===== config.mk =====
export PLATFORM = sky130hd
export DESIGN_NAME = json_string_unescaper_core
export DESIGN_NICKNAME = d
export VERILOG_FILES = /design/src/sv/jsu_pkg.sv /design/src/sv/jsu_front.sv /design/src/sv/jsu_fifo.sv /design/src/sv/jsu_back.sv /design/src/sv/json_string_unescaper_core.sv
export SDC_FILE = /design/constraint.sdc
export NUM_CORES = 1
export LEC_CHECK = 0
export ABC_AREA = 1
export BUFFER_PORTS_ARGS = -buffer_cell sky130_fd_sc_hd__buf_4
export CAP_MARGIN = 0
export CORE_MARGIN = 2
export CORE_UTILIZATION = 48
export CTS_BUF_LIST = sky130_fd_sc_hd__clkbuf_8
export DETAILED_ROUTE_END_ITERATION = 12
export PLACE_DENSITY = 0.75
export RECOVER_POWER = 25
export SYNTH_ARGS = -nofsm -noshare
export SYNTH_HDL_FRONTEND = slang
export SYNTH_SLANG_ARGS = --single-unit

===== constraint.sdc =====
create_clock -name clk -period 5.4 [get_ports clk]
set_input_delay 0.54 -clock clk [delete_from_list [all_inputs] [get_ports clk]]
set_output_delay 0.54 -clock clk [all_outputs]
set_load 0.05 [all_outputs]

===== src/sv/jsu_pkg.sv =====
// Shared types, constants and helper functions for the JSON string unescaper.
// Used by the front end, the record queue, the back end and the top level.
`default_nettype none

package jsu_pkg;

  // Widths fixed by the interface.
  localparam int CNT_W  = 13;
  localparam int BYTE_W = 8;

  // Largest usable destination size; larger capacity settings act as this value.
  localparam int MAX_FIELD_BYTES = 4096;
  localparam logic [CNT_W-1:0] CAP_LIMIT = CNT_W'(MAX_FIELD_BYTES);
  localparam logic [CNT_W-1:0] CAP_RESET = CNT_W'(4096);

  // Default number of records held between front and back end.
  localparam int JSU_QUEUE_DEPTH = 4;

  // Input function codes.
  localparam logic [1:0] FUNC_DATA  = 2'd0;
  localparam logic [1:0] FUNC_END   = 2'd1;
  localparam logic [1:0] FUNC_BEGIN = 2'd2;

  // Error codes.
  localparam logic [1:0] ERR_NONE   = 2'd0;
  localparam logic [1:0] ERR_SYNTAX = 2'd1;
  localparam logic [1:0] ERR_TYPE   = 2'd2;

  // Configuration register indexes.
  localparam logic CFG_WS_MODE  = 1'b0;
  localparam logic CFG_CAPACITY = 1'b1;

  // Characters of interest.
  localparam logic [7:0] CH_TAB   = 8'h09;
  localparam logic [7:0] CH_LF    = 8'h0A;
  localparam logic [7:0] CH_CR    = 8'h0D;
  localparam logic [7:0] CH_SPACE = 8'h20;
  localparam logic [7:0] CH_QUOTE = 8'h22;
  localparam logic [7:0] CH_SLASH = 8'h2F;
  localparam logic [7:0] CH_BSL   = 8'h5C;
  localparam logic [7:0] CH_B     = 8'h62;
  localparam logic [7:0] CH_F     = 8'h66;
  localparam logic [7:0] CH_N     = 8'h6E;
  localparam logic [7:0] CH_R     = 8'h72;
  localparam logic [7:0] CH_T     = 8'h74;
  localparam logic [7:0] CH_U     = 8'h75;
  localparam logic [7:0] CH_BS    = 8'h08;
  localparam logic [7:0] CH_FF    = 8'h0C;

  // Surrogate prefixes (top six bits of a 16-bit code unit).
  localparam logic [5:0] SUR_HIGH = 6'b110110;
  localparam logic [5:0] SUR_LOW  = 6'b110111;

  // Decoder phase.
  typedef enum logic [3:0] {
    PH_WAIT = 4'd0,
    PH_STR  = 4'd1,
    PH_ESC  = 4'd2,
    PH_HEX1 = 4'd3,
    PH_BSL  = 4'd4,
    PH_U    = 4'd5,
    PH_HEX2 = 4'd6,
    PH_DONE = 4'd7,
    PH_ERR  = 4'd8
  } phase_t;

  // Up to four encoded bytes; byte 0 goes out first.
  typedef struct packed {
    logic [2:0]             n;
    logic [3:0][BYTE_W-1:0] b;
  } utf8_t;

  // One accepted input item, as the back end needs it.
  typedef struct packed {
    logic [3:0][BYTE_W-1:0] bytes;
    logic [2:0]             n_store;
    logic [CNT_W-1:0]       base;
    logic                   done;
    logic [1:0]             err;
    logic                   trunc;
  } jsu_rec_t;

  // Encode a code point of up to 21 bits as UTF-8.
  function automatic utf8_t utf8_encode(input logic [20:0] cp);
    utf8_t r;
    r = '0;
    if (cp <= 21'h7F) begin
      r.n    = 3'd1;
      r.b[0] = cp[7:0];
    end else if (cp <= 21'h7FF) begin
      r.n    = 3'd2;
      r.b[0] = {3'b110, cp[10:6]};
      r.b[1] = {2'b10, cp[5:0]};
    end else if (cp <= 21'hFFFF) begin
      r.n    = 3'd3;
      r.b[0] = {4'b1110, cp[15:12]};
      r.b[1] = {2'b10, cp[11:6]};
      r.b[2] = {2'b10, cp[5:0]};
    end else begin
      r.n    = 3'd4;
      r.b[0] = {5'b11110, cp[20:18]};
      r.b[1] = {2'b10, cp[17:12]};
      r.b[2] = {2'b10, cp[11:6]};
      r.b[3] = {2'b10, cp[5:0]};
    end
    return r;
  endfunction

endpackage

`default_nettype wire


===== src/sv/jsu_front.sv =====
// Front end of the JSON string unescaper: configuration registers, the decode
// state machine and capacity accounting. Depends on jsu_pkg.
`default_nettype none

module jsu_front (
  input  wire logic                    clk,
  input  wire logic                    rst_n,
  input  wire logic                    cfg_we,
  input  wire logic                    cfg_index,
  input  wire logic [jsu_pkg::CNT_W-1:0] cfg_data,
  input  wire logic                    take,
  input  wire logic [1:0]              in_func,
  input  wire logic [7:0]              in_byte,
  output jsu_pkg::jsu_rec_t            rec
);
  import jsu_pkg::*;

  // Configuration and decoder state.
  logic             ws_mode_r;
  logic [CNT_W-1:0] cap_r;
  phase_t           phase_r, phase_nxt;
  logic [1:0]       err_r, err_nxt;
  logic [15:0]      hex_r, hex_nxt;
  logic [9:0]       high_r, high_nxt;
  logic [1:0]       digits_r, digits_nxt;
  logic [CNT_W-1:0] count_r, count_nxt;
  logic             dropped_r, dropped_nxt;

  // Classification of the current byte.
  logic        is_ws;
  logic        nib_ok;
  logic [3:0]  nib_val;
  logic [15:0] hex_new;
  logic        hex_done;
  logic        new_hi_sur;
  logic        new_lo_sur;

  // Bytes produced by this item before capacity limits.
  utf8_t            em;
  logic [CNT_W-1:0] cap_eff;
  logic [CNT_W:0]   avail;
  logic [2:0]       n_store;

  // Configuration writes.
  always_ff @(posedge clk) begin
    if (!rst_n) begin
      ws_mode_r <= 1'b0;
      cap_r     <= CAP_RESET;
    end else if (cfg_we) begin
      if (cfg_index == CFG_WS_MODE) ws_mode_r <= cfg_data[0];
      if (cfg_index == CFG_CAPACITY) cap_r <= cfg_data;
    end
  end

  // Hex digit decode and surrogate checks on the value the digit completes.
  always_comb begin
    is_ws = (in_byte == CH_SPACE) || (in_byte == CH_LF) ||
            (in_byte == CH_CR) || (in_byte == CH_TAB);
    nib_ok  = 1'b1;
    nib_val = 4'd0;
    if (in_byte >= 8'h30 && in_byte <= 8'h39) begin
      nib_val = in_byte[3:0];
    end else if ((in_byte >= 8'h61 && in_byte <= 8'h66) ||
                 (in_byte >= 8'h41 && in_byte <= 8'h46)) begin
      nib_val = in_byte[3:0] + 4'd9;
    end else begin
      nib_ok = 1'b0;
    end
    hex_new    = {hex_r[11:0], nib_val};
    hex_done   = (digits_r == 2'd3);
    new_hi_sur = (hex_new[15:10] == SUR_HIGH);
    new_lo_sur = (hex_new[15:10] == SUR_LOW);
  end

  // Next-state logic of the decoder.
  always_comb begin
    phase_nxt  = phase_r;
    err_nxt    = err_r;
    hex_nxt    = hex_r;
    high_nxt   = high_r;
    digits_nxt = digits_r;
    unique case (in_func)
      FUNC_DATA: begin
        unique case (phase_r)
          PH_WAIT: begin
            if (!is_ws) begin
              if (in_byte == CH_QUOTE) begin
                phase_nxt = PH_STR;
              end else begin
                phase_nxt = PH_ERR;
                err_nxt   = ERR_TYPE;
              end
            end
          end
          PH_STR: begin
            if (in_byte == CH_QUOTE) begin
              phase_nxt = PH_DONE;
            end else if (in_byte < CH_SPACE) begin
              phase_nxt = PH_ERR;
              err_nxt   = ERR_SYNTAX;
            end else if (in_byte == CH_BSL) begin
              phase_nxt = PH_ESC;
            end
          end
          PH_ESC: begin
            unique case (in_byte)
              CH_U: begin
                phase_nxt  = PH_HEX1;
                hex_nxt    = 16'd0;
                digits_nxt = 2'd0;
              end
              CH_QUOTE, CH_BSL, CH_SLASH, CH_B, CH_F, CH_N, CH_R, CH_T: begin
                phase_nxt = PH_STR;
              end
              default: begin
                phase_nxt = PH_ERR;
                err_nxt   = ERR_SYNTAX;
              end
            endcase
          end
          PH_HEX1, PH_HEX2: begin
            if (!nib_ok) begin
              phase_nxt = PH_ERR;
              err_nxt   = ERR_SYNTAX;
            end else begin
              hex_nxt = hex_new;
              if (!hex_done) begin
                digits_nxt = digits_r + 2'd1;
              end else begin
                digits_nxt = 2'd0;
                if (phase_r == PH_HEX1) begin
                  if (new_hi_sur) begin
                    high_nxt  = hex_new[9:0];
                    phase_nxt = PH_BSL;
                  end else if (new_lo_sur || hex_new == 16'd0) begin
                    phase_nxt = PH_ERR;
                    err_nxt   = ERR_SYNTAX;
                  end else begin
                    phase_nxt = PH_STR;
                  end
                end else if (new_lo_sur) begin
                  phase_nxt = PH_STR;
                end else begin
                  phase_nxt = PH_ERR;
                  err_nxt   = ERR_SYNTAX;
                end
              end
            end
          end
          PH_BSL: begin
            if (in_byte == CH_BSL) begin
              phase_nxt = PH_U;
            end else begin
              phase_nxt = PH_ERR;
              err_nxt   = ERR_SYNTAX;
            end
          end
          PH_U: begin
            if (in_byte == CH_U) begin
              phase_nxt  = PH_HEX2;
              hex_nxt    = 16'd0;
              digits_nxt = 2'd0;
            end else begin
              phase_nxt = PH_ERR;
              err_nxt   = ERR_SYNTAX;
            end
          end
          default: ;
        endcase
      end
      FUNC_END: begin
        if (phase_r == PH_WAIT) begin
          phase_nxt = PH_ERR;
          err_nxt   = ERR_TYPE;
        end else if (phase_r != PH_DONE && phase_r != PH_ERR) begin
          phase_nxt = PH_ERR;
          err_nxt   = ERR_SYNTAX;
        end
      end
      FUNC_BEGIN: begin
        phase_nxt  = PH_WAIT;
        err_nxt    = ERR_NONE;
        hex_nxt    = 16'd0;
        high_nxt   = 10'd0;
        digits_nxt = 2'd0;
      end
      default: ;
    endcase
  end

  // Output logic of the decoder: the bytes this item produces.
  always_comb begin
    em = '0;
    if (in_func == FUNC_DATA) begin
      unique case (phase_r)
        PH_STR: begin
          if (in_byte != CH_QUOTE && in_byte >= CH_SPACE && in_byte != CH_BSL) begin
            em.n    = 3'd1;
            em.b[0] = in_byte;
          end
        end
        PH_ESC: begin
          em.n = 3'd1;
          unique case (in_byte)
            CH_QUOTE, CH_BSL, CH_SLASH: em.b[0] = in_byte;
            CH_B:    em.b[0] = CH_BS;
            CH_F:    em.b[0] = CH_FF;
            CH_N:    em.b[0] = ws_mode_r ? CH_SPACE : CH_LF;
            CH_R:    em.b[0] = ws_mode_r ? CH_SPACE : CH_CR;
            CH_T:    em.b[0] = ws_mode_r ? CH_SPACE : CH_TAB;
            default: em.n = 3'd0;
          endcase
        end
        PH_HEX1: begin
          if (nib_ok && hex_done && !new_hi_sur && !new_lo_sur && hex_new != 16'd0) begin
            em = utf8_encode({5'd0, hex_new});
          end
        end
        PH_HEX2: begin
          if (nib_ok && hex_done && new_lo_sur) begin
            em = utf8_encode({11'({1'b0, high_r}) + 11'd64, hex_new[9:0]});
          end
        end
        default: ;
      endcase
    end
  end

  // Capacity: keep bytes while the stored count plus one stays below the limit.
  always_comb begin
    cap_eff = (cap_r > CAP_LIMIT) ? CAP_LIMIT : cap_r;
    avail   = {1'b0, cap_eff} - {1'b0, count_r} - {{CNT_W{1'b0}}, 1'b1};
    if (avail[CNT_W]) begin
      n_store = 3'd0;
    end else if (avail >= (CNT_W+1)'(em.n)) begin
      n_store = em.n;
    end else begin
      n_store = avail[2:0];
    end
    if (in_func == FUNC_BEGIN) begin
      count_nxt   = '0;
      dropped_nxt = 1'b0;
    end else begin
      count_nxt   = count_r + CNT_W'(n_store);
      dropped_nxt = dropped_r | (n_store != em.n);
    end
  end

  // Record handed to the queue.
  always_comb begin
    rec.bytes   = em.b;
    rec.n_store = (in_func == FUNC_BEGIN) ? 3'd0 : n_store;
    rec.base    = (in_func == FUNC_BEGIN) ? '0 : count_r;
    rec.done    = (phase_nxt == PH_DONE);
    rec.err     = err_nxt;
    rec.trunc   = dropped_nxt;
  end

  // Decoder state update on each transfer.
  always_ff @(posedge clk) begin
    if (!rst_n) begin
      phase_r   <= PH_WAIT;
      err_r     <= ERR_NONE;
      hex_r     <= 16'd0;
      high_r    <= 10'd0;
      digits_r  <= 2'd0;
      count_r   <= '0;
      dropped_r <= 1'b0;
    end else if (take) begin
      phase_r   <= phase_nxt;
      err_r     <= err_nxt;
      hex_r     <= hex_nxt;
      high_r    <= high_nxt;
      digits_r  <= digits_nxt;
      count_r   <= count_nxt;
      dropped_r <= dropped_nxt;
    end
  end

endmodule

`default_nettype wire


===== src/sv/jsu_fifo.sv =====
// Short record queue between the front end and the back end of the unescaper.
// Register storage with one read port at the head. Depends on jsu_pkg.
`default_nettype none

module jsu_fifo #(
  parameter int DEPTH = jsu_pkg::JSU_QUEUE_DEPTH
) (
  input  wire logic         clk,
  input  wire logic         rst_n,
  input  wire logic         push,
  input  jsu_pkg::jsu_rec_t push_rec,
  input  wire logic         pop,
  output jsu_pkg::jsu_rec_t head_rec,
  output logic              full,
  output logic              empty
);
  import jsu_pkg::*;

  localparam int PTR_W = $clog2(DEPTH);
  localparam int CNT_Q = $clog2(DEPTH + 1);

  jsu_rec_t         mem_r [DEPTH];
  logic [PTR_W-1:0] wr_ptr_r, rd_ptr_r;
  logic [CNT_Q-1:0] count_r;

  assign full     = (count_r == CNT_Q'(DEPTH));
  assign empty    = (count_r == '0);
  assign head_rec = mem_r[rd_ptr_r];

  // Record storage.
  always_ff @(posedge clk) begin
    if (push) mem_r[wr_ptr_r] <= push_rec;
  end

  // Pointers and fill count.
  always_ff @(posedge clk) begin
    if (!rst_n) begin
      wr_ptr_r <= '0;
      rd_ptr_r <= '0;
      count_r  <= '0;
    end else begin
      if (push) wr_ptr_r <= (wr_ptr_r == PTR_W'(DEPTH - 1)) ? '0 : wr_ptr_r + PTR_W'(1);
      if (pop) rd_ptr_r <= (rd_ptr_r == PTR_W'(DEPTH - 1)) ? '0 : rd_ptr_r + PTR_W'(1);
      if (push && !pop) count_r <= count_r + CNT_Q'(1);
      else if (pop && !push) count_r <= count_r - CNT_Q'(1);
    end
  end

endmodule

`default_nettype wire


===== src/sv/jsu_back.sv =====
// Back end of the unescaper: expands each queued record into one result per
// stored byte, or a single status result. Depends on jsu_pkg.
`default_nettype none

module jsu_back (
  input  wire logic                      clk,
  input  wire logic                      rst_n,
  input  jsu_pkg::jsu_rec_t              head_rec,
  input  wire logic                      empty,
  output logic                           pop,
  output logic                           out_valid,
  input  wire logic                      out_stall,
  output logic [7:0]                     out_byte,
  output logic                           out_byte_valid,
  output logic                           out_done_res,
  output logic [1:0]                     out_error_code,
  output logic                           out_truncated,
  output logic [jsu_pkg::CNT_W-1:0]      out_length,
  output logic                           out_last
);
  import jsu_pkg::*;

  logic [1:0] idx_r;
  logic [1:0] last_idx;
  logic       xfer;

  // Present the head record's current byte.
  always_comb begin
    last_idx       = (head_rec.n_store == 3'd0) ? 2'd0 : 2'(head_rec.n_store - 3'd1);
    out_valid      = !empty;
    out_byte_valid = (head_rec.n_store != 3'd0);
    out_byte       = out_byte_valid ? head_rec.bytes[idx_r] : 8'd0;
    out_length     = out_byte_valid ? head_rec.base + CNT_W'(idx_r) + CNT_W'(1)
                                    : head_rec.base;
    out_done_res   = head_rec.done;
    out_error_code = head_rec.err;
    out_truncated  = head_rec.trunc;
    out_last       = (idx_r == last_idx);
    xfer           = out_valid && !out_stall;
    pop            = xfer && out_last;
  end

  // Byte index within the head record.
  always_ff @(posedge clk) begin
    if (!rst_n) begin
      idx_r <= 2'd0;
    end else if (xfer) begin
      idx_r <= out_last ? 2'd0 : idx_r + 2'd1;
    end
  end

endmodule

`default_nettype wire


===== src/sv/json_string_unescaper_core.sv =====
// JSON string unescaper: takes one byte per transfer (func 0 data, 1 end of
// data, 2 begin new string) and decodes a quoted JSON string, including \u
// escapes and surrogate pairs, into UTF-8 result bytes with running length,
// done, error and truncation status. A new input is accepted every cycle while
// the record queue (QUEUE_DEPTH entries) has room; results leave one per cycle
// while out_stall is low, so an input that stores k bytes (0 to 4) yields
// max(k, 1) results, and the output port sets the sustained rate. When the queue
// is empty, the first result of an input is valid in the cycle after its
// acceptance; otherwise it waits behind the results already queued. Depends on
// jsu_pkg, jsu_front, jsu_fifo and jsu_back.
`default_nettype none

module json_string_unescaper_core #(
  parameter int QUEUE_DEPTH = jsu_pkg::JSU_QUEUE_DEPTH
) (
  input  wire logic                      clk,
  input  wire logic                      rst_n,
  input  wire logic                      cfg_we,
  input  wire logic                      cfg_index,
  input  wire logic [jsu_pkg::CNT_W-1:0] cfg_data,
  input  wire logic                      in_valid,
  output logic                           in_stall,
  input  wire logic [1:0]                in_func,
  input  wire logic [7:0]                in_byte,
  output logic                           out_valid,
  input  wire logic                      out_stall,
  output logic [7:0]                     out_byte,
  output logic                           out_byte_valid,
  output logic                           out_done_res,
  output logic [1:0]                     out_error_code,
  output logic                           out_truncated,
  output logic [jsu_pkg::CNT_W-1:0]      out_length,
  output logic                           out_last
);
  import jsu_pkg::*;

  jsu_rec_t rec, head_rec;
  logic     take, pop, full, empty;

  // Accept an input whenever the queue has room.
  assign in_stall = full;
  assign take     = in_valid && !full;

  jsu_front u_front (
    .clk       (clk),
    .rst_n     (rst_n),
    .cfg_we    (cfg_we),
    .cfg_index (cfg_index),
    .cfg_data  (cfg_data),
    .take      (take),
    .in_func   (in_func),
    .in_byte   (in_byte),
    .rec       (rec)
  );

  jsu_fifo #(
    .DEPTH (QUEUE_DEPTH)
  ) u_fifo (
    .clk      (clk),
    .rst_n    (rst_n),
    .push     (take),
    .push_rec (rec),
    .pop      (pop),
    .head_rec (head_rec),
    .full     (full),
    .empty    (empty)
  );

  jsu_back u_back (
    .clk            (clk),
    .rst_n          (rst_n),
    .head_rec       (head_rec),
    .empty          (empty),
    .pop            (pop),
    .out_valid      (out_valid),
    .out_stall      (out_stall),
    .out_byte       (out_byte),
    .out_byte_valid (out_byte_valid),
    .out_done_res   (out_done_res),
    .out_error_code (out_error_code),
    .out_truncated  (out_truncated),
    .out_length     (out_length),
    .out_last       (out_last)
  );

`ifndef SYNTHESIS
  // Reset empties the result side.
  a_reset_empty: assert property (@(posedge clk) !rst_n |=> !out_valid)
    else $error("result valid after reset");

  // A status result without a byte is always the only result of its input.
  a_status_last: assert property (@(posedge clk) disable iff (!rst_n)
    (out_valid && !out_byte_valid) |-> out_last)
    else $error("status result not marked last");

  // Results within one input carry consecutive lengths.
  a_len_step: assert property (@(posedge clk) disable iff (!rst_n)
    (out_valid && !out_stall && !out_last) |=>
      (out_valid && out_byte_valid && out_length == $past(out_length) + 13'd1))
    else $error("length did not advance within an input");

  // A stored byte always counts toward the length.
  a_len_nonzero: assert property (@(posedge clk) disable iff (!rst_n)
    (out_valid && out_byte_valid) |-> (out_length != 13'd0))
    else $error("stored byte with zero length");
`endif

endmodule

`default_nettype wire


# ---- Word level (Yosys, flattened, before mapping)
# Memories as Yosys holds them, arrays and structs flattened. A register that Yosys moved wholly into a read port is not among the register bits.
# Cells that the tools add are included.
dict set report word_totals {
  ramBits 208
  mem_count 1
  ff_bits 67
  in_bits 29
  out_inout_bits 29
}
dict set report op_classes {
  magnitude_cmp 16
  n_reduce_logical 46
  eq_ne 42
  mux 103
  n_bitwise 2
  addsub 14
}
# name words word_bits read_ports rd_clocked_by_memory_dff wr line
set memory_table {}
lappend memory_table {u_fifo.mem_r 4 52 1 1 1 jsu_fifo.sv:22} ;# jsu_rec_t mem_r [DEPTH];
# cell n
set op_table {}
lappend op_table {{35-bit two-way mux} 3}
lappend op_table {{4-bit two-way mux} 17}
lappend op_table {{8-bit by 7-bit equality test with 1-bit output, second input constant} 7}
lappend op_table {{8-bit two-way mux} 7}
lappend op_table {{13-bit two-way mux} 4}
lappend op_table {{10-bit two-way mux} 5}
lappend op_table {{2-bit two-way mux} 24}
lappend op_table {{24-bit two-way mux} 2}
lappend op_table {{12-bit case mux with 2 select lines} 2}
lappend op_table {{24-bit case mux with 2 select lines} 1}
lappend op_table {{8-bit case mux with 6 select lines} 1}
lappend op_table {{16-bit two-way mux} 2}
lappend op_table {{8-bit case mux with 4 select lines} 1}
lappend op_table {{3-bit two-way mux} 9}
lappend op_table {{8-bit by 4-bit equality test with 1-bit output, second input constant} 3}
lappend op_table {{8-bit by 6-bit equality test with 1-bit output, second input constant} 3}
lappend op_table {{12-bit two-way mux} 2}
lappend op_table {{4-bit case mux with 6 select lines} 1}
lappend op_table {{22-bit two-way mux} 1}
lappend op_table {{21-bit by 11-bit less-or-equal comparator with 1-bit output, second input constant} 1}
lappend op_table {{21-bit by 16-bit less-or-equal comparator with 1-bit output, second input constant} 1}
lappend op_table {{21-bit by 7-bit less-or-equal comparator with 1-bit output, second input constant} 1}
lappend op_table {{10-bit case mux with 2 select lines} 1}
lappend op_table {{6-bit two-way mux} 3}
lappend op_table {{other kinds (66)} 121}

# ---- Longest topological paths before layout
# Gate-level depths: netlist (run 1).
dict set report depth {
  word_depth 18
  mapped_depth 44
  depth_no_buf 44
}

# ---- Modules after synthesis
# Synthesis (run 1) repeated with hierarchy kept, for this count alone.
dict set report unflattened {
  cells_unflattened 1780
  area_unflattened_um2 15177.1
}
# mod area_per_inst_um2 cells_per_inst seq_area_each_um2 n_inst
set by_module_without_submodules {}
lappend by_module_without_submodules {jsu_fifo 8144.1 561 6426.2 1}
lappend by_module_without_submodules {jsu_front 6123.4 1045 1161.1 1}
lappend by_module_without_submodules {jsu_back 899.6 172 40.0 1}
lappend by_module_without_submodules {json_string_unescaper_core 10.0 2 0.0 1}

# ---- Least setup slack after synthesis (run 1)
# No wires, ideal clock.
dict set report synth_path {
  path_type {input-to-reg}
  startpoint {input port in_byte[0]}
  endpoint {register u_front.count_r[12]}
  t_required_ns 5.342
  setup_slack_ns 0.562
  setup_time_ns 0.058
  path_buffers 0
  arrival_ns 4.781
  stages 42
  cell_sequence {inv_1 -> ha_1 -> o21ai_2 -> nand2_2 -> nand2_4 -> nand2_1 -> nand2_2 -> nand2_1 -> nor2_4 -> nand3_1 -> nand2_1 -> nand3_4 -> nor2_4 -> nor2_1 -> nand2_1 -> nand2_1 -> inv_1 -> ha_1 -> [6 not listed] -> nor2_1 -> nand4_1 -> o21ai_0 -> inv_1 -> nand2_1 -> inv_1 -> ha_1 -> fa_1 -> nand2_1 -> inv_1 -> nor2_1 -> nor3_1 -> nand2_1 -> nor2_1 -> nand2_1 -> nor2_1 -> a21oi_1 -> o21a_1}
}
dict set report synth_between {
  elab_chain_len 17
  elab_cells_between_ends 56
  classes_between {add/sub (2); order compare (13); eq/ne (10); mux (18); reduce/logical (13)}
}
# element line
set synth_rtl {}
lappend synth_rtl {{start, declared} json_string_unescaper_core.sv:24} ;# input wire logic [7:0] in_byte,
lappend synth_rtl {{8-bit by 7-bit >= comparator with 1-bit output (tied with other cells)} jsu_front.sv:63} ;# end else if ((in_byte >= 8'h61 && in_byte <= 8'h66) ||
lappend synth_rtl {{1-bit logical AND (on tied branches)} {jsu_front.sv:63, jsu_front.sv:64}}
lappend synth_rtl {{1-bit logical OR} jsu_front.sv:63}
lappend synth_rtl {{4-bit two-way mux or 1-bit two-way mux (tied branches)} jsu_front.sv:63}
lappend synth_rtl {{4-bit two-way mux or 1-bit two-way mux (tied branches)} jsu_front.sv:61} ;# if (in_byte >= 8'h30 && in_byte <= 8'h39) begin
lappend synth_rtl {{21-bit by 16-bit less-or-equal comparator with 1-bit output or 1-bit logical AND (tied branches)} {jsu_pkg.sv:94, jsu_front.sv:215, jsu_front.sv:220}}
lappend synth_rtl {{3-bit two-way mux or 1-bit logical AND (tied branches)} {jsu_pkg.sv:94, jsu_front.sv:215}}
lappend synth_rtl {{3-bit two-way mux or 1-bit logical AND (tied branches)} {jsu_pkg.sv:90, jsu_front.sv:215}}
lappend synth_rtl {{3-bit two-way mux or 1-bit logical AND (tied branches)} {jsu_pkg.sv:87, jsu_front.sv:215}}
lappend synth_rtl {{35-bit two-way mux (on tied branches)} {jsu_front.sv:220, jsu_front.sv:215}}
lappend synth_rtl {{3-bit case mux with 4 select lines (*)} jsu_front.sv:195} ;# unique case (phase_r)
lappend synth_rtl {{35-bit two-way mux (*)} jsu_front.sv:194} ;# if (in_func == FUNC_DATA) begin
lappend synth_rtl {{14-bit by 3-bit >= comparator with 1-bit output} jsu_front.sv:235} ;# end else if (avail >= (CNT_W+1)'(em.n)) begin
lappend synth_rtl {{3-bit two-way mux (*)} jsu_front.sv:235}
lappend synth_rtl {{3-bit two-way mux (*)} jsu_front.sv:233} ;# if (avail[CNT_W]) begin
lappend synth_rtl {{13-bit by 3-bit adder with 13-bit output (*)} jsu_front.sv:244} ;# count_nxt = count_r + CNT_W'(n_store);
lappend synth_rtl {{13-bit two-way mux (*)} jsu_front.sv:240} ;# if (in_func == FUNC_BEGIN) begin
lappend synth_rtl {{end signal, assigned} jsu_front.sv:275} ;# count_r <= count_nxt;
lappend synth_rtl {{end, declared} jsu_front.sv:26} ;# logic [CNT_W-1:0] count_r, count_nxt;
# Every way passes the cells marked *; elsewhere a longest branch is shown, timed or not.
# A chain may end at the register's enable or synchronous reset.

# ---- Worst setup path after layout (run 1)
dict set report layout_path {
  startpoint {register u_front.phase_r[1]}
  endpoint {register u_front.count_r[12]}
}
dict set report layout_between {
  elab_chain_len 8
  elab_cells_between_ends 11
  classes_between {add/sub (1); order compare (1); eq/ne (4); mux (5)}
}
# element line
set layout_rtl {}
lappend layout_rtl {{start, declared} jsu_front.sv:21} ;# phase_t phase_r, phase_nxt;
lappend layout_rtl {{start signal, assigned} jsu_front.sv:270} ;# phase_r <= phase_nxt;
lappend layout_rtl {{4-bit by 3-bit equality test with 1-bit output (tied with other cells)} jsu_front.sv:195}
lappend layout_rtl {{3-bit case mux with 4 select lines (*)} jsu_front.sv:195}
lappend layout_rtl {{35-bit two-way mux (*)} jsu_front.sv:194}
lappend layout_rtl {{14-bit by 3-bit >= comparator with 1-bit output} jsu_front.sv:235}
lappend layout_rtl {{3-bit two-way mux (*)} jsu_front.sv:235}
lappend layout_rtl {{3-bit two-way mux (*)} jsu_front.sv:233}
lappend layout_rtl {{13-bit by 3-bit adder with 13-bit output (*)} jsu_front.sv:244}
lappend layout_rtl {{13-bit two-way mux (*)} jsu_front.sv:240}
# Marks and branches as above.

==> impl_metrics.csv, run 1 <==
group,metric,value,unit
status,outcome,"finished, violations left",
status,violations,"max-capacitance violations, max-slew violations",
placed_design,place_area,0.0152,mm²
global_routing,busiest_layer,"met2",
job,cap_violations,1,
global_routing,gr-usage-all-layers,0.244,
worst_setup_path,start_kind,"flip-flop",
yosys,syn_nets,1689,
power_and_ir_drop,peakVddDrop,0.355,mV
yosys,synth_cell_type_count,60,
clock_network,cts_max_level,2,
clock_network,clkSinkCount,265,
route,via_per_inst,5.66,
global_routing,met3_usage,0.0390,
worst_setup_path,cpMostUsedCell,"nand2_1",
yosys,synth_ff_type,"edfxtp_1",
route,drt_iter0_markers,1134,
finish,drive_gt1_frac,0.129,
clock_network,cts_tree,"built",
yosys,synth-xor-area-share,0.0111,
sta,finalMaxSlewViolations,31,
worst_setup_path,critPathCaptureType,"flip-flop",
global_routing,grt_remaining_overflow,0,
finish,nets,1773,
worst_setup_path,critPathKind,"flip-flop to flip-flop",
yosys,yosys.area.top_type,"edfxtp_1",
floorplan,rows,62,
route,remaining_drc_errors,0,
placed_design,dp_hpwl,25700,µm
route,antenna_left,0,
clock_network,root_buffer,"clkbuf_8",
route,wirelength,37300,µm
worst_setup_path,reg2reg_slack,0.48,ns
floorplan,pin_count,58,
yosys,synth_fa_ha_area_frac,0.0366,
worst_setup_path,slowest_stage,"dfxtp_1",
global_routing,global_route.usage.met2,0.391,
worst_setup_path,required,5.86,ns
route,dr.pass1.iters,5,
clock_network,clock_latency,0.58,ns
yosys,synth-seq-cells,265,
yosys,ys_warn_count,0,
clock_network,cts.clk_slew.worst_paths,0.06,ns
sta,min_period,4.92,ns
floorplan,dieHeight,176,µm
worst_setup_path,ff2ff_path_depth,33,
worst_setup_path,crit_arrival,5.38,ns
yosys,synthArstFlopShare,0,
hold_path,min_delay_path_depth,3,
global_routing,grt_pass1_wl,60200,µm
power_and_ir_drop,p_total,7.10,mW
finish,multiInputGateArea,0.00595,mm²
yosys,yosys.area_share.simple,0.207,
global_routing,met1_usage,0.337,
clock_network,holdBufCountCts,0,
global_routing,antenna_found_initial,0,
placed_design,gp_congestion,0.990,
yosys,yosys-top-cells-area,"edfxtp_1 42%, dfxtp_1 9.8%, nor2_1 6.6%",
floorplan,die_width,176,µm
floorplan,start_util,0.491,
hold_path,hp-class,"input port to flip-flop",
yosys,synth_compound_area_frac,0.160,
clock_network,clock_path_buffers,3,
sta,max_freq,0.203,GHz
yosys,synth_top_family_by_area,"simple AND/OR/NAND/NOR gates",
route,vias,12000,
yosys,syn_avg_cell_area,8.73,µm²
sta,tightest_slew,2.06,ns
sta,hold_viol_final,0,
yosys,synth_mux_area_frac,0.000707,
yosys,ys_seq_area_frac,0.513,
worst_setup_path,cp_slowest_stage_delay,0.49,ns
yosys,synth_area,0.0142,mm²
clock_network,cts_buffers,42,
worst_setup_path,worstPathMaxFanout,7,
placed_design,port_buffers,57,
global_routing,first_global_vias,11600,
power_and_ir_drop,cellPowerDensity,441,mW/mm²
finish,area_growth,13.8,%
sta,relSlewSlack,-0.377,
yosys,synth_cells,1621,
floorplan,dieArea,0.0309,mm²
finish,diodes,0,
floorplan,core-area,0.0289,mm²
finish,design_area,0.0161,mm²
route,wire_per_inst,17.6,µm
finish,n_fill_cell,2568,
sta,setup_violations,0,
finish,area.sequential,0.00727,mm²
sta,fin_skew,0.0416,ns
power_and_ir_drop,p_leak,6.39,nW
global_routing,grt_max_degree,71,
sta,fin_crit_sh,0.911,
yosys,synth_edf_count,196,
yosys,yosys.area.top_type_share,0.416,
[final timing paths]
path	start	endpoint
worst max-delay path	u_front.phase_r[1]	u_front.count_r[12]
worst min-delay path	cfg_data[12]	u_front.cap_r[12]
worst max register to register	u_front.phase_r[1]	u_front.count_r[12]
worst min register to register	u_front.cap_r[8]	u_front.cap_r[8]
[logic make-up (layout without fill, tap and decap cells)]
| family | count (synthesis) | after routing |
|---|---|---|
| AOI/OAI and AO/OA | 391 | 391 |
| xor gates and xnor gates | 18 | 18 |
| adders and majority gates | 39 | 39 |
| buffers and inverters | 257 | 373 |
| DFF | 265 | 265 |
| muxes | 1 | 1 |
| and+or+nand+nor | 650 | 650 |
[synthesized netlist by cell type (4+ instances only)]
cell        n
o21ai_0   153
nand2_2    11
nor3_1     25
ha_1       35
a21oi_1   112
nand3_2     5
o22ai_1    40
dfxtp_1    69
nand4_1    29
nor2_1    249
nor2_4      7
clkbuf_1   47
nand3_1    72
nor2_2      6
a211oi_1    8
o211ai_1    8
xor2_1     14
xnor2_1     4
edfxtp_1  196
a22oi_1    12
clkinv_1    4
a31oi_1     9
buf_2      11
fa_1        4
inv_1     183
o221ai_1   19
nand2_1   226
a32o_1      4
[where the power goes]
part           internal (mW)  switching, mW  total, mW
registers               2.42          0.116       2.53
logic                  0.760           1.94       2.70
clock network           1.06          0.805       1.86
total                   4.23           2.86       7.10
[layer usage]
layer  share of wire  routed length [µm]  up-vias
li1                -                   -     5790
met1            0.43               16000     5592
met2            0.46               17200      542
met3           0.081                3020       90
met4           0.028                1060        0
met5               0                   0        -
[per-stage QoR]
stage	hold WS (ns)	setup WS (ns)	util	TNS (ns)	cells
3_5_place_dp	0.471	-0.0917	0.526	-0.208	2043
2_1_floorplan	0.443	0.562	-	0	1621
5_1_grt	0.231	-0.0271	0.558	-0.0271	2121
6_report	0.239	0.481	0.558	0	2121
4_1_cts	0.222	0.320	0.557	0	2119
3_3_place_gp	0.454	0.152	0.526	0	2043
[sequential cells by signal, indices dropped and copies added (netlist names), named ones only]
name and count:
u_fifo.mem_r 196, u_front.cap_r 13, u_front.count_r 13, u_front.hex_r 12
u_front.high_r 10, u_front.phase_r 4, u_fifo.count_r 3, u_back.idx_r 2
u_fifo.rd_ptr_r 2, u_fifo.wr_ptr_r 2, u_front.digits_r 2, u_front.err_r 2
u_front.dropped_r 1, u_front.ws_mode_r 1
[area by class of cell]
| type | instances | area share |
|---|---|---|
| timing repair buffer | 104 | 0.0474 |
| tap | 384 | 0.0298 |
| multi-input combinational | 1099 | 0.369 |
| inverter | 193 | 0.0454 |
| sequential | 265 | 0.451 |
| clock buffer | 44 | 0.0376 |
| clock inverter | 32 | 0.0193 |
[worst max-delay path: cells and delay by family, from the launching register on]
family	cells	cell delay (ns)
and+or+nand+nor	22	2.69
adders and majority gates	3	0.69
AOI/OAI and AO/OA	4	0.63
DFF	1	0.49
buffers and inverters	4	0.33
[cells in the final DEF, fill, tap and decap left out, types with 4 or more instances in the layout]
cell / count
edfxtp_1: 196
nand3_1: 71
a32o_1: 4
xor2_1: 14
clkbuf_8: 44
dfxtp_1: 66
o21ai_0: 149
nand4_1: 29
nand3_2: 6
clkinv_1: 14
nor2_1: 241
buf_4: 95
a21oi_1: 112
nor3_2: 5
o211ai_1: 8
nand2_2: 11
a22oi_1: 12
fa_1: 4
bufinv_16: 6
xnor2_1: 4
clkbuf_1: 8
a31oi_1: 9
o221ai_1: 19
nand2_1: 226
clkinv_2: 5
ha_1: 35
o22ai_1: 40
nor2_4: 9
nor3_1: 20
inv_1: 191
nor2_2: 12
o21ai_1: 5
a211oi_1: 8
[what timing repair did]
item	in CTS	in global routing
setup endpoints to repair	0	9
gates resized for setup	0	21
setup buffers	0	2
No activity file was read; power rests on OpenSTA's default activity.
==> inputs of run 2 (changes only) <==
--- a/config.mk
+++ b/config.mk
@@ -9,11 +9,12 @@
 export BUFFER_PORTS_ARGS = -buffer_cell sky130_fd_sc_hd__buf_4
 export CAP_MARGIN = 0
 export CORE_MARGIN = 2
-export CORE_UTILIZATION = 48
+export CORE_UTILIZATION = 50
 export CTS_BUF_LIST = sky130_fd_sc_hd__clkbuf_8
 export DETAILED_ROUTE_END_ITERATION = 12
-export PLACE_DENSITY = 0.75
+export PLACE_DENSITY = 0.77
 export RECOVER_POWER = 25
 export SYNTH_ARGS = -nofsm -noshare
 export SYNTH_HDL_FRONTEND = slang
+export SYNTH_HIERARCHICAL = 1
 export SYNTH_SLANG_ARGS = --single-unit
==> impl_metrics.csv, run 2 <==
group,metric,value,unit
status,outcome,"finished, violations left",
status,violations,"max-capacitance violations, max-slew violations",
clock_network,cts_tree,"built",
global_routing,grt_remaining_overflow,0,
sta,fin_skew,0.0417,ns
yosys,yosys-top-cells-area,"edfxtp_1 41%, dfxtp_1 9.1%, nor2_1 7.3%",
floorplan,core-area,0.0298,mm²
worst_setup_path,critPathKind,"flip-flop to flip-flop",
yosys,synth_cell_type_count,58,
sta,tightest_slew,3.54,ns
floorplan,start_util,0.509,
yosys,yosysMostFrequentCell,"nor2_1",
yosys,ys_seq_area_frac,0.503,
floorplan,dieHeight,178,µm
route,dr.pass1.iters,6,
floorplan,die_width,178,µm
yosys,synth_compound_area_frac,0.155,
sta,max_freq,0.201,GHz
power_and_ir_drop,pwr-share-clk,0.217,
power_and_ir_drop,peakVddDrop,0.340,mV
yosys,yosys.area.top_type_share,0.412,
route,met2_length,18300,µm
placed_design,gp_congestion,0.952,
power_and_ir_drop,p_seq_frac,0.337,
power_and_ir_drop,p_switching,3.53,mW
worst_setup_path,required,5.83,ns
route,highest_layer,"met4",
power_and_ir_drop,swShare,0.444,
sta,relSlewSlack,-1.36,
clock_network,clkSinkCount,277,
route,via_per_inst,5.69,
sta,setup_violations,0,
clock_network,holdBufCountCts,0,
global_routing,first_global_vias,12000,
sta,rsz0062_at_grt,"no",
floorplan,dieArea,0.0318,mm²
finish,utilization,0.558,
sta,hold_viol_final,0,
finish,design_area,0.0166,mm²
sta,fin_crit_sh,0.920,
yosys,ys_warn_count,6,
yosys,yosys.area_share.simple,0.220,
worst_setup_path,worstPathMaxFanout,13,
placed_design,place_ws,0.0322,ns
sta,worst_slack,0.434,ns
yosys,synthArstFlopShare,0,
yosys,synth-seq-cells,277,
finish,final_common_cell,"nor2_1",
yosys,synth_ff_type,"edfxtp_1",
global_routing,grt_max_degree,67,
power_and_ir_drop,p_leak,6.77,nW
route,drt_iter0_markers,1326,
clock_network,cts.clk_slew.worst_paths,0.06,ns
power_and_ir_drop,pwr-share-comb,0.447,
yosys,synth_fa_ha_area_frac,0.0333,
yosys,synth_common_cells,"294 x nor2_1, 259 x nand2_1, 208 x edfxtp_1",
yosys,synth_top_family_by_area,"simple AND/OR/NAND/NOR gates",
yosys,syn_avg_cell_area,8.53,µm²
placed_design,port_buffers,57,
job,cap_violations,2,
clock_network,cts_max_level,2,
yosys,synth_mux_area_frac,0,
clock_network,root_buffer,"clkbuf_8",
worst_setup_path,critPathCaptureType,"flip-flop",
global_routing,grt_pass1_wl,63500,µm
finish,area_growth,9.51,%
worst_setup_path,crit_arrival,5.40,ns
power_and_ir_drop,power.internal,4.41,mW
sta,finalMaxSlewViolations,88,
clock_network,cts_buffers,44,
finish,regMostFlops,"u_fifo/mem_r",
finish,nets,1894,
power_and_ir_drop,p_total,7.94,mW
yosys,synth_cells,1780,
route,wire_per_inst,17.8,µm
placed_design,place_area,0.0158,mm²
finish,reg_top3,"u_fifo/mem_r x208, u_front/cap_r x13, u_front/count_r x13",
clock_network,clock_latency,0.58,ns
yosys,synth-xor-area-share,0.00692,
global_routing,gr-usage-all-layers,0.253,
route,remaining_drc_errors,0,
yosys,synth_area,0.0152,mm²
clock_network,clock_path_buffers,3,
yosys,synth_edf_count,208,
floorplan,pin_count,58,
sta,min_period,4.97,ns
route,dr_wl_met3,2920,µm
floorplan,rows,63,
route,wirelength,40000,µm
finish,largest_reg_flops,208,
route,drt-met1-wl,17800,µm
yosys,yosys.area.top_type,"edfxtp_1",
global_routing,antenna_found_initial,0,
finish,drive_gt1_frac,0.107,
hold_path,hp-class,"input port to flip-flop",
placed_design,dp_hpwl,27200,µm
worst_setup_path,start_kind,"flip-flop",
finish,final_cell_mix,"294 x nor2_1, 259 x nand2_1, 208 x inv_1, 208 x edfxtp_1, 180 x o21ai_0",
sta,timing.setup.tns,0,ns
route,vias,12800,
route,antenna_left,0,
power_and_ir_drop,cellPowerDensity,478,mW/mm²
-- run 2: final timing paths --
| check | start | to | slack (ns) | cells past startpoint |
|---|---|---|---|---|
| worst max-delay path | u_front/phase_r[2] | u_front/count_r[11] | 0.43 | 26 |
| worst min-delay path | cfg_data[12] | u_front/cap_r[12] | 0.23 | 3 |
| worst min register to register | u_front/count_r[12] | u_front/count_r[12] | 0.45 | 1 |
| worst max register to register | u_front/phase_r[2] | u_front/count_r[11] | 0.43 | 26 |
-- run 2: logic make-up (layout without fill, tap and decap cells) --
logic type	after synthesis	after routing
compound gates	420	420
xor+xnor	12	12
fa+ha+maj	38	38
buf+inv	285	360
flops	277	277
other cells	1	4
simple gates	747	747
-- run 2: power groups by stage --
stage	clock network, mW	logic, mW	registers (mW)
floorplan	0	2.79	2.62
detailed placement	0	3.54	2.70
global placement	0	3.48	2.70
finish	1.72	3.55	2.67
global route	1.85	3.87	2.69
CTS	1.76	3.55	2.66
-- run 2: timing repair --
action | CTS | global route
resized for setup | 0 | 3
setup endpoints to repair | 0 | 2
setup buffers | 0 | 0
-- run 2: worst max-delay path: stages (launching register included) --
cell and delay [ns]:
dfxtp_1 0.44, inv_1 0.13, nor2_1 0.10, inv_1 0.09, nor3_1 0.34, nand2_1 0.10, nor2_1 0.34, nand2_4 0.22
nand2_1 0.14, nand3_2 0.13, ha_1 0.34, inv_1 0.06, o21bai_1 0.06, nand4_1 0.11, nand2_1 0.06, nor2_1 0.14
nand4_2 0.18, o21ai_0 0.26, a21oi_1 0.13, ha_1 0.31, nand3_1 0.06, nand3_1 0.12, nand3_1 0.11, nor3_1 0.29
nand4_1 0.23, nor4_1 0.25, nor3_1 0.07
-- run 2: metrics by stage --
step | instances | hold slack (ns)
after floorplan | 1782 | 0.422
after global placement | 2171 | 0.440
after detailed placement | 2171 | 0.443
after CTS | 2247 | 0.213
after global routing | 2247 | 0.242
final | 2248 | 0.230
-- run 2: final cells by class --
cell class / instances / area [µm²]
fill: 2694 / 13200
timing repair buffer: 75 / 537
multi-input combinational: 1220 / 6320
sequential: 277 / 7630
clock buffer: 48 / 661
antenna: 1 / 2.50
clock inverter: 28 / 185
tap: 390 / 488
inverter: 209 / 796
-- run 2: layer usage --
metal	vias up	global-route usage
met1	5992	0.358
met5	-	0
met2	514	0.406
met3	76	0.0354
met4	0	0.0776
li1	6205	-
